<file path="config.mk">
export PLATFORM = sky130hd
export DESIGN_NAME = sixteen_bit_cpu_execute
export DESIGN_NICKNAME = d
export VERILOG_FILES = /design/src/design/sbce_pkg.sv /design/src/design/sbce_ram.sv /design/src/design/sixteen_bit_cpu_execute.sv
export VERILOG_INCLUDE_DIRS = /design/src /design/src/design
export SDC_FILE = /design/constraint.sdc
export NUM_CORES = 2
export LEC_CHECK = 0
export BUFFER_PORTS_ARGS = -buffer_cell sky130_fd_sc_hd__buf_2
export CAP_MARGIN = 20
export CORE_UTILIZATION = 60
export DETAILED_ROUTE_END_ITERATION = 8
export GPL_TIMING_DRIVEN = 0
export PLACE_DENSITY = 0.83
export SLEW_MARGIN = 20
export SYNTH_ARGS = -nofsm -noshare
export SYNTH_HDL_FRONTEND = slang
export SYNTH_HIERARCHICAL = 1
export SYNTH_SLANG_ARGS = --single-unit
</file>
<file path="constraint.sdc">
create_clock -name clock -period 17.8 [get_ports clock]
set_input_delay 4.45 -clock clock [delete_from_list [all_inputs] [get_ports clock]]
set_output_delay 4.45 -clock clock [all_outputs]
set_load 0.03 [all_outputs]
</file>
<file path="src/design/sixteen_bit_cpu_execute_assert.svh">
// Assertion macros shared by the block's RTL.
`ifndef SIXTEEN_BIT_CPU_EXECUTE_ASSERT_SVH
`define SIXTEEN_BIT_CPU_EXECUTE_ASSERT_SVH

// Same-cycle implication, checked outside reset.
`define SBCE_ASSERT_IMP(label, clk, rst, ante, cons, msg) \
   label: assert property (@(posedge clk) disable iff (rst) (ante) |-> (cons)) else $error(msg);

// Next-cycle implication, checked outside reset.
`define SBCE_ASSERT_NXT(label, clk, rst, ante, cons, msg) \
   label: assert property (@(posedge clk) disable iff (rst) (ante) |=> (cons)) else $error(msg);

`endif

</file>
<file path="src/design/sbce_pkg.sv">
package sbce_pkg;

   localparam int STORE_ENTRIES_DEF = 16;
   localparam int STACK_DEPTH_DEF   = 16;

   localparam logic [3:0] OP_CTRL  = 4'd0;
   localparam logic [3:0] OP_MOVE  = 4'd1;
   localparam logic [3:0] OP_STORE = 4'd2;
   localparam logic [3:0] OP_LOAD  = 4'd3;
   localparam logic [3:0] OP_ADD   = 4'd4;
   localparam logic [3:0] OP_SUB   = 4'd5;
   localparam logic [3:0] OP_MUL   = 4'd6;
   localparam logic [3:0] OP_AND   = 4'd7;
   localparam logic [3:0] OP_OR    = 4'd8;
   localparam logic [3:0] OP_NOT   = 4'd9;
   localparam logic [3:0] OP_XOR   = 4'd10;
   localparam logic [3:0] OP_SHR   = 4'd11;
   localparam logic [3:0] OP_SHL   = 4'd12;
   localparam logic [3:0] OP_ROR   = 4'd13;
   localparam logic [3:0] OP_ROL   = 4'd14;
   localparam logic [3:0] OP_HALT  = 4'd15;

   localparam logic [1:0] SUB_NOP  = 2'd0;
   localparam logic [1:0] SUB_PUSH = 2'd1;
   localparam logic [1:0] SUB_POP  = 2'd2;
   localparam logic [1:0] SUB_CMP  = 2'd3;

   // 8-bit immediate: codes above 127 fold to 255 minus the code
   function automatic logic [15:0] fold8(input logic [7:0] v);
      logic [7:0] r;
      r = v[7] ? (8'd255 - v) : v;
      return {8'd0, r};
   endfunction

   // shift count: above 15 becomes 31 minus it
   function automatic logic [3:0] shamt(input logic [4:0] s);
      return s[4] ? ~s[3:0] : s[3:0];
   endfunction

   // 9-bit jump offset, values above 255 mean 255 minus the value
   function automatic logic [15:0] jump_step(input logic [8:0] off);
      return off[8] ? (16'd255 - {7'd0, off}) : {7'd0, off};
   endfunction

endpackage

</file>
<file path="src/design/sbce_ram.sv">
module sbce_ram #(
   parameter int W = 16,
   parameter int D = 16,
   localparam int AW = (D > 1) ? $clog2(D) : 1
) (
   input  logic          clock,
   input  logic          wr_en,
   input  logic [AW-1:0] wr_addr,
   input  logic [W-1:0]  wr_data,
   input  logic [AW-1:0] rd_addr,
   output logic [W-1:0]  rd_data
);

   logic [W-1:0] mem [D];

   always_ff @(posedge clock) begin
      if (wr_en) begin
         mem[wr_addr] <= wr_data;
      end
      rd_data <= mem[rd_addr];
   end

endmodule

</file>
<file path="src/design/sixteen_bit_cpu_execute.sv">
// Flow: an accepted beat steps through RDM, RDN and EXEC to FIN, which offers the result;
//   pop adds POPWB, multiply adds MUL (16 shift-add steps), store/load add SCAN up to the
//   matching key, or over all keys held on a miss, and a load hit adds LDWB as well.
// Intake: a new beat is taken only in IDLE, after FIN; the next beat is taken while a
//   result waits. The key scan (one key per cycle) and the shift-add multiply hold it longest.
// Reset (synchronous, active high): registers, pc, flags, stack/store counts, halt clear.
module sixteen_bit_cpu_execute #(
   parameter int STORE_ENTRIES = sbce_pkg::STORE_ENTRIES_DEF,
   parameter int STACK_DEPTH   = sbce_pkg::STACK_DEPTH_DEF
) (
   input  logic        clock,
   input  logic        reset,
   input  logic        req_valid,
   output logic        req_ready,
   input  logic [15:0] req_instruction,
   output logic        rsp_valid,
   input  logic        rsp_ready,
   output logic [15:0] rsp_next_pc,
   output logic        rsp_halted,
   output logic        rsp_reg_written,
   output logic [2:0]  rsp_reg_index,
   output logic [15:0] rsp_reg_value,
   output logic        rsp_flag_zero,
   output logic        rsp_flag_carry,
   output logic        rsp_flag_sign,
   output logic        rsp_flag_overflow,
   output logic        rsp_store_dropped,
   output logic        rsp_stack_fault
);
   import sbce_pkg::*;
   `include "sixteen_bit_cpu_execute_assert.svh"

   localparam int AW  = (STORE_ENTRIES > 1) ? $clog2(STORE_ENTRIES) : 1;
   localparam int CW  = $clog2(STORE_ENTRIES + 1);
   localparam int SAW = $clog2(STACK_DEPTH);

   typedef enum logic [3:0] {
      ST_IDLE, ST_RDM, ST_RDN, ST_EXEC, ST_MUL, ST_SCAN, ST_LDWB, ST_POPWB, ST_FIN
   } state_type;

   state_type state_ff;
   state_type exec_next;             // state after the execute cycle

   // current instruction and its operands
   logic [15:0] instr_ff, rm_ff, rn_ff;
   logic [15:0] pc_ff;
   logic [3:0]  flags_ff;            // bit0 Z, bit1 C, bit2 S, bit3 Ov
   logic        halt_ff;
   logic [SAW-1:0] stk_cnt_ff;       // items on the stack
   logic [CW-1:0]  mem_cnt_ff;       // keys in the store
   // key scan: issue pointer, and the entry whose key is on the RAM output
   logic [CW-1:0]  iss_ff;
   logic           chk_vld_ff;
   logic [AW-1:0]  chk_idx_ff;
   // shift-add multiply
   logic [15:0] mul_acc_ff, mul_a_ff, mul_b_ff;
   logic [3:0]  mul_cnt_ff;
   // per-instruction result
   logic        res_wr_ff, res_drop_ff, res_fault_ff;
   logic [15:0] res_val_ff;
   // register file valid bits; unwritten registers read zero
   logic [7:0]  rf_vld_ff;
   logic        rf_rvld_ff;
   logic        rsp_valid_ff;

   logic [3:0] op, hi;
   logic [2:0] rd;
   logic [1:0] sub;
   assign op  = instr_ff[15:12];
   assign hi  = instr_ff[11:8];
   assign rd  = instr_ff[10:8];
   assign sub = instr_ff[1:0];

   // RAM ports
   logic [2:0]  rf_raddr;
   logic [15:0] rf_rdata, rf_wdata;
   logic        rf_we;
   logic        key_we, val_we, stk_we;
   logic [AW-1:0] key_waddr, val_waddr;
   logic [15:0] key_rdata, val_rdata, val_wdata, stk_rdata;
   logic [SAW-1:0] stk_raddr;

   // shared adder: add, sub, compare overflow and the multiply steps
   logic [15:0] add_a, add_b;
   logic        add_sub;
   logic [16:0] sum;

   always_comb begin
      add_a   = rm_ff;
      add_b   = rn_ff;
      add_sub = 1'b0;
      if (state_ff == ST_MUL) begin
         add_a = mul_acc_ff;
         add_b = mul_a_ff;
      end else if (op == OP_SUB) begin
         add_sub = 1'b1;
      end
   end
   assign sum = {1'b0, add_a} + {1'b0, add_sub ? ~add_b : add_b} + 17'(add_sub);

   logic [3:0]  sh;
   logic [15:0] alu_val, st_data, mul_res, step;
   logic        is_jump, take, key_hit, scan_miss, store_room;
   logic        push_op, pop_op, pop_ok;

   assign sh         = shamt(instr_ff[4:0]);
   assign st_data    = (hi < 4'd7) ? rn_ff : fold8({instr_ff[10:8], instr_ff[4:0]});
   assign mul_res    = mul_b_ff[0] ? sum[15:0] : mul_acc_ff;
   assign is_jump    = (op == OP_CTRL) && instr_ff[11];
   assign key_hit    = chk_vld_ff && (key_rdata == rm_ff);
   assign scan_miss  = !chk_vld_ff && (iss_ff == mem_cnt_ff);
   assign store_room = mem_cnt_ff < CW'(STORE_ENTRIES);
   assign push_op    = !halt_ff && (op == OP_CTRL) && !instr_ff[11] && (sub == SUB_PUSH);
   assign pop_op     = !halt_ff && (op == OP_CTRL) && !instr_ff[11] && (sub == SUB_POP);
   assign pop_ok     = (stk_cnt_ff != '0);

   always_comb begin
      case (sub)
         2'd0:    take = 1'b1;
         2'd1:    take = flags_ff[0] && !flags_ff[1];
         2'd2:    take = !flags_ff[0] && flags_ff[1];
         default: take = !flags_ff[0] && !flags_ff[1];
      endcase
   end

   always_comb begin
      if (halt_ff || op == OP_HALT) begin
         step = 16'd0;
      end else if (is_jump) begin
         step = take ? jump_step(instr_ff[10:2]) : 16'd2;
      end else begin
         step = 16'd2;
      end
   end

   always_comb begin
      case (op)
         OP_MOVE: alu_val = (hi < 4'd7) ? rm_ff : fold8(instr_ff[7:0]);
         OP_ADD:  alu_val = sum[15:0];
         OP_SUB:  alu_val = sum[15:0];
         OP_AND:  alu_val = rm_ff & rn_ff;
         OP_OR:   alu_val = rm_ff | rn_ff;
         OP_NOT:  alu_val = ~rm_ff;
         OP_XOR:  alu_val = rm_ff ^ rn_ff;
         OP_SHR:  alu_val = rm_ff >> sh;
         OP_SHL:  alu_val = rm_ff << sh;
         OP_ROR:  alu_val = {rm_ff[0], rm_ff[15:1]};
         OP_ROL:  alu_val = {rm_ff[14:0], rm_ff[15]};
         default: alu_val = 16'd0;
      endcase
   end

   // where the execute cycle goes next
   always_comb begin
      exec_next = ST_FIN;
      if (!halt_ff) begin
         case (op)
            OP_STORE, OP_LOAD: exec_next = ST_SCAN;
            OP_MUL:            exec_next = ST_MUL;
            OP_CTRL: begin
               if (pop_op && pop_ok) begin
                  exec_next = ST_POPWB;
               end
            end
            default: ;
         endcase
      end
   end

   // RAM control
   always_comb begin
      rf_raddr  = (state_ff == ST_IDLE) ? req_instruction[7:5] : instr_ff[4:2];
      rf_we     = 1'b0;
      rf_wdata  = alu_val;
      key_we    = 1'b0;
      val_we    = 1'b0;
      key_waddr = mem_cnt_ff[AW-1:0];
      val_waddr = mem_cnt_ff[AW-1:0];
      val_wdata = st_data;
      stk_we    = 1'b0;
      stk_raddr = stk_cnt_ff - SAW'(1);
      unique case (state_ff)
         ST_EXEC: begin
            if (!halt_ff) begin
               case (op)
                  OP_MOVE, OP_ADD, OP_SUB, OP_AND, OP_OR, OP_NOT, OP_XOR,
                  OP_SHR, OP_SHL, OP_ROR, OP_ROL: rf_we = 1'b1;
                  OP_CTRL: stk_we = !instr_ff[11] && (sub == SUB_PUSH) &&
                                    (stk_cnt_ff != SAW'(STACK_DEPTH - 1));
                  default: ;
               endcase
            end
         end
         ST_MUL: begin
            rf_we    = (mul_cnt_ff == 4'd15);
            rf_wdata = mul_res;
         end
         ST_SCAN: begin
            if (op == OP_STORE) begin
               if (key_hit) begin
                  val_we    = 1'b1;
                  val_waddr = chk_idx_ff;
               end else if (scan_miss && store_room) begin
                  val_we = 1'b1;
                  key_we = 1'b1;
               end
            end
         end
         ST_LDWB: begin
            rf_we    = 1'b1;
            rf_wdata = val_rdata;
         end
         ST_POPWB: begin
            rf_we    = 1'b1;
            rf_wdata = stk_rdata;
         end
         default: ;
      endcase
   end

   sbce_ram #(.W(16), .D(8)) u_rf (
      .clock(clock), .wr_en(rf_we), .wr_addr(rd), .wr_data(rf_wdata),
      .rd_addr(rf_raddr), .rd_data(rf_rdata));

   sbce_ram #(.W(16), .D(STORE_ENTRIES)) u_keys (
      .clock(clock), .wr_en(key_we), .wr_addr(key_waddr), .wr_data(rm_ff),
      .rd_addr(iss_ff[AW-1:0]), .rd_data(key_rdata));

   sbce_ram #(.W(16), .D(STORE_ENTRIES)) u_vals (
      .clock(clock), .wr_en(val_we), .wr_addr(val_waddr), .wr_data(val_wdata),
      .rd_addr(chk_idx_ff), .rd_data(val_rdata));

   sbce_ram #(.W(16), .D(STACK_DEPTH)) u_stack (
      .clock(clock), .wr_en(stk_we), .wr_addr(stk_cnt_ff), .wr_data(rn_ff),
      .rd_addr(stk_raddr), .rd_data(stk_rdata));

   logic [15:0] rf_rval;
   assign rf_rval = rf_rvld_ff ? rf_rdata : 16'd0;

   always_ff @(posedge clock) begin
      rf_rvld_ff <= rf_vld_ff[rf_raddr];
      if (reset) begin
         state_ff     <= ST_IDLE;
         pc_ff        <= 16'd0;
         flags_ff     <= 4'd0;
         halt_ff      <= 1'b0;
         stk_cnt_ff   <= '0;
         mem_cnt_ff   <= '0;
         rf_vld_ff    <= 8'd0;
         rsp_valid_ff <= 1'b0;
         chk_vld_ff   <= 1'b0;
      end else begin
         // FIN reloads the result register itself
         if (rsp_valid_ff && rsp_ready && state_ff != ST_FIN) begin
            rsp_valid_ff <= 1'b0;
         end
         if (rf_we) begin
            rf_vld_ff[rd] <= 1'b1;
         end
         unique case (state_ff)
            ST_IDLE: begin
               if (req_valid) begin
                  instr_ff <= req_instruction;
                  state_ff <= ST_RDM;
               end
            end
            ST_RDM: begin
               rm_ff    <= rf_rval;
               state_ff <= ST_RDN;
            end
            ST_RDN: begin
               rn_ff    <= rf_rval;
               state_ff <= ST_EXEC;
            end
            ST_EXEC: begin
               res_wr_ff    <= rf_we;
               res_val_ff   <= alu_val;
               res_drop_ff  <= 1'b0;
               res_fault_ff <= (push_op && !stk_we) || (pop_op && !pop_ok);
               pc_ff        <= pc_ff + step;
               state_ff     <= exec_next;
               if (!halt_ff) begin
                  unique case (op)
                     OP_HALT: halt_ff <= 1'b1;
                     OP_CTRL: begin
                        if (!instr_ff[11]) begin
                           case (sub)
                              SUB_PUSH: begin
                                 if (stk_we) begin
                                    stk_cnt_ff <= stk_cnt_ff + SAW'(1);
                                 end
                              end
                              SUB_POP: begin
                                 if (pop_ok) begin
                                    stk_cnt_ff <= stk_cnt_ff - SAW'(1);
                                 end
                              end
                              SUB_CMP: begin
                                 flags_ff <= {sum[16], rm_ff < rn_ff, rm_ff < rn_ff,
                                              rm_ff == rn_ff};
                              end
                              default: ;
                           endcase
                        end
                     end
                     OP_STORE, OP_LOAD: begin
                        iss_ff     <= '0;
                        chk_vld_ff <= 1'b0;
                     end
                     OP_MUL: begin
                        mul_acc_ff <= 16'd0;
                        mul_a_ff   <= rm_ff;
                        mul_b_ff   <= rn_ff;
                        mul_cnt_ff <= 4'd0;
                     end
                     default: ;
                  endcase
               end
            end
            ST_MUL: begin
               mul_acc_ff <= mul_res;
               mul_a_ff   <= mul_a_ff << 1;
               mul_b_ff   <= mul_b_ff >> 1;
               mul_cnt_ff <= mul_cnt_ff + 4'd1;
               if (mul_cnt_ff == 4'd15) begin
                  res_wr_ff  <= 1'b1;
                  res_val_ff <= mul_res;
                  state_ff   <= ST_FIN;
               end
            end
            ST_SCAN: begin
               if (key_hit) begin
                  chk_vld_ff <= 1'b0;
                  state_ff   <= (op == OP_STORE) ? ST_FIN : ST_LDWB;
               end else if (scan_miss) begin
                  if (op == OP_STORE) begin
                     if (store_room) begin
                        mem_cnt_ff <= mem_cnt_ff + CW'(1);
                     end else begin
                        res_drop_ff <= 1'b1;
                     end
                  end
                  state_ff <= ST_FIN;
               end else if (iss_ff != mem_cnt_ff) begin
                  chk_vld_ff <= 1'b1;
                  chk_idx_ff <= iss_ff[AW-1:0];
                  iss_ff     <= iss_ff + CW'(1);
               end else begin
                  chk_vld_ff <= 1'b0;
               end
            end
            ST_LDWB: begin
               res_wr_ff  <= 1'b1;
               res_val_ff <= val_rdata;
               state_ff   <= ST_FIN;
            end
            ST_POPWB: begin
               res_wr_ff  <= 1'b1;
               res_val_ff <= stk_rdata;
               state_ff   <= ST_FIN;
            end
            ST_FIN: begin
               // result register frees when empty or taken this cycle
               if (!rsp_valid_ff || rsp_ready) begin
                  rsp_valid_ff      <= 1'b1;
                  rsp_next_pc       <= pc_ff;
                  rsp_halted        <= halt_ff;
                  rsp_reg_written   <= res_wr_ff;
                  rsp_reg_index     <= res_wr_ff ? rd : 3'd0;
                  rsp_reg_value     <= res_wr_ff ? res_val_ff : 16'd0;
                  rsp_flag_zero     <= flags_ff[0];
                  rsp_flag_carry    <= flags_ff[1];
                  rsp_flag_sign     <= flags_ff[2];
                  rsp_flag_overflow <= flags_ff[3];
                  rsp_store_dropped <= res_drop_ff;
                  rsp_stack_fault   <= res_fault_ff;
                  state_ff          <= ST_IDLE;
               end
            end
            default: state_ff <= ST_IDLE;
         endcase
      end
   end

   assign req_ready = (state_ff == ST_IDLE);
   assign rsp_valid = rsp_valid_ff;

   `SBCE_ASSERT_NXT(a_busy_after_beat, clock, reset, req_valid && req_ready, !req_ready, "ready high right after an accepted beat")
   `SBCE_ASSERT_NXT(a_halt_sticks, clock, reset, halt_ff, halt_ff, "halt cleared without reset")
   `SBCE_ASSERT_IMP(a_halt_no_write, clock, reset, rsp_valid && rsp_halted, !rsp_reg_written, "register written while halted")
   `SBCE_ASSERT_IMP(a_store_bound, clock, reset, 1'b1, mem_cnt_ff <= CW'(STORE_ENTRIES), "store count past capacity")
   `SBCE_ASSERT_IMP(a_stack_bound, clock, reset, stk_we, stk_cnt_ff != SAW'(STACK_DEPTH - 1), "push written to a full stack")

endmodule
</file>
==> metrics.txt <==
GR Util All Layers 34.1%; wire per inst 31.9 um; #FFs+latches synth 1174; min-delay src flags_ff[3]$_SDFFE_PP0P_; proportion of synthesized area in mux cells 12.4%; Reg clk slew, reported paths 0.07 ns; met3 wire length 15300 um; Initial Util 60.6%; Die Y 290 um; Post-Syn Area 0.0497 mm^2; n_diodes 0; initial drt markers 3975; DR top layer met4; Final Critical Period 7.15 ns; layout cell share with drive strength beyond 1 19.9%; Area after DPL 0.0525 mm^2; power density of the placed cells 106 mW/mm^2; Die X 290 um; Max Clock Freq 140 MHz; critical path's slowest cell nor4_2; WL final 143000 um; Yosys cell types 86; Root Driver clkbuf_16; pin count of the biggest net entering global routing 24; largest family of logic cells by synthesized area multiplexers; # port buffers 64; worst skew pair latency 0.71 ns; Fin. Hold Viols 0; Synth Instances 3052; total CTS buffers 111; Setup TNS Final 0 ns; Buf+Inv Stages, Crit Path 2; num rows 105; status finished clean; LEAKAGE 19.5 nW; Routability Congestion 1.07; worst-margin pin slew 1.22 ns; CP Capture Type output pin; sequential fraction of the synthesis area 68.7%; core area 0.0821 mm^2; hpwl dp 95900 um; DRT Pass-1 Iters 7; Peak VDD IR 0.136 mV; CTS tree done; Synth Warn # 6; htree depth 3; xor and xnor area share after synthesis 1.79%; leading post-synthesis cells by cell area edfxtp_1 64%, mux4_2 8.0%, dfxtp_1 4.3%; CP Data Required Time 13.35 ns; Vias/cell 6.82; initial antenna violation count 1; final setup vio count 0; Mean Syn Cell Area 16.3 um^2; delay-heaviest family, CP simple AND/OR/NAND/NOR gates; number of global-route vias before repair 30400; first-pass GRT wire length 207000 um; Clock Sinks 1174; area of the die 0.0841 mm^2; Tightest Hold Check Type flip-flop to flip-flop; adder-cell share of the synthesized area 2.29%; critical path launch point type flip-flop; Max Buffers Root-to-Sink 3; Via Count 30500; r2r startpoint rm_ff[0]$_DFFE_PP_; simple-gate area share of the yosys netlist 6.39%; number of setup buffers added after CTS 0; Post-synth EDFFs 1066; post-cts gate resize count 0; top-area cell type share of the netlist area 64.4%; Finished Cell Area 0.0566 mm^2; WS Path Type flip-flop to output pin; Routed Antenna Nets 0; Hold WS 0.440 ns; critical-path cell list clkbuf_1 -> nor4_2 -> buf_2; Worst EP arrival 2.70 ns; Worst Clk Skew 0.0744 ns; syn nets 3162; slowest stage delay, CP 1.04 ns; detailed-route DRC error count 0; hold_buf cts 0; Final Util 69.0%; GR Overflow Total 0; crit path from state_ff[1]$_SDFFE_PP0P_; Compound-Gate Fraction of Synth Area 6.23%; Async S/R FF share, synth 0%; area leader, netlist edfxtp_1; I/O Pins 65; RSZ-0062 raised after global routing no; Worst slew margin 18.2%; Max FO, Critical Path 10; max_cap viols 0; Nets 3423; Layout area overhead 13.8%; Top FF cell, synth edfxtp_1; met2 WL 66900 um; final worst-path cycle share 40.2%; Final Max Tran Viols 0; DRT met1 WL 53200 um
==> through the flow <==
| step | cells | setup slack (ns) | total power, mW |
|---|---|---|---|
| after floorplan | 3052 | 8.75 | 3.34 |
| after global placement | 4186 | 6.34 | 3.47 |
| after detailed placement | 4266 | 11.07 | 3.49 |
| after CTS | 4473 | 10.75 | 6.00 |
| after global routing | 4477 | 10.69 | 6.13 |
| final | 4477 | 10.65 | 6.01 |
==> registers in the layout, indices dropped and copies added (netlist names), 8 cells and up <==
name             cells
mul_a_ff            16
u_rf/mem           128
u_vals/rd_data      16
mul_acc_ff          16
u_keys/mem         256
u_keys/rd_data      16
u_stack/mem        256
u_stack/rd_data     16
pc_ff               16
rsp_reg_value       16
rn_ff               16
res_val_ff          16
u_vals/mem         256
rsp_next_pc         16
mul_b_ff            16
rf_vld_ff            8
u_rf/rd_data        16
instr_ff            16
rm_ff               16
==> layout by cell type, fill, tap and decap left out, types with 13 or more instances in the layout <==
master and count:
a211oi_1 14, a21o_1 14, a21oi_1 88, a221oi_1 18, a22oi_1 110, and2_1 42
buf_1 29, buf_2 90, buf_4 40, buf_6 50, buf_8 21, bufinv_16 18
clkbuf_1 101, clkbuf_16 111, clkbuf_8 18, dfxtp_1 108, edfxtp_1 1066, ha_1 88
inv_1 68, mux2_2 25, mux2i_1 36, mux4_1 59, mux4_2 176, nand2_1 252
nand2b_1 19, nand3_1 39, nand3b_1 13, nor2_1 168, nor2_2 47, nor2b_1 18
nor3_1 24, nor3_2 14, o211ai_1 17, o21ai_0 79, o21ai_1 13, xnor2_1 58
xor2_1 38
==> power breakdown <==
group / total (mW) / leakage (nW) / internal, mW / switching [mW]
logic: 0.368 / 7.03 / 0.121 / 0.248
clock network: 2.56 / 1.94 / 1.50 / 1.06
registers: 3.08 / 10.6 / 3.04 / 0.0412
total: 6.01 / 19.5 / 4.66 / 1.35
==> layout make-up <==
type,instances,area [um^2]
inverter,68,255
fill,4996,25500
multi-input combinational,1641,14700
buffer,169,846
tap,1070,1340
timing repair buffer,148,1240
clock buffer,145,3090
clock inverter,62,946
sequential,1174,34200
==> worst paths after layout <==
| check | end | slack (ns) | cells past startpoint |
|---|---|---|---|
| worst max-delay path | req_ready | 10.65 | 3 |
| worst min-delay path | rsp_flag_overflow$_DFFE_PP_ | 0.44 | 0 |
| worst max register to register | u_rf/mem[7][14]$_DFFE_PP_ | 12.24 | 13 |
| worst min register to register | rsp_flag_overflow$_DFFE_PP_ | 0.44 | 0 |
==> metal layers <==
metal | GRT usage [%] | vias up
met4 | 15.6 | 0
li1 | - | 12500
met5 | 0 | -
met1 | 46.2 | 15400
met2 | 53.7 | 2190
met3 | 7.05 | 399
==> cell families (layout without fill, tap and decap cells) <==
group / after synthesis / in the layout
multiplexers: 296 / 296
flip-flops: 1174 / 1174
AO/OA/AOI/OAI: 458 / 458
adder cells (fa/ha/maj): 90 / 90
AND/OR/NAND/NOR: 698 / 698
buffers and inverters: 237 / 592
XOR/XNOR: 99 / 99
==> cells in the mapped netlist, types with 6 or more instances <==
cell,n
buf_4,12
mux4_1,59
a221oi_1,19
nor2b_1,18
nor3_1,38
buf_1,29
inv_1,68
a222oi_1,6
o22ai_1,8
nand4_1,11
and3_1,9
ha_1,88
nand2_1,252
nor4_1,13
dfxtp_1,108
and2_1,42
a31oi_1,9
o21bai_1,9
buf_2,24
mux2_2,25
a22oi_1,110
nand3_1,39
nand2b_1,19
xor2_1,38
a211oi_1,15
edfxtp_1,1066
xnor2_1,58
clkbuf_1,85
buf_6,18
o21ai_0,83
nor2_1,215
a21oi_1,91
o211ai_1,17
a21o_1,14
o21ai_1,10
nand3b_1,13
mux2i_1,36
mux4_2,176
(Power assumes the default switching activity.)
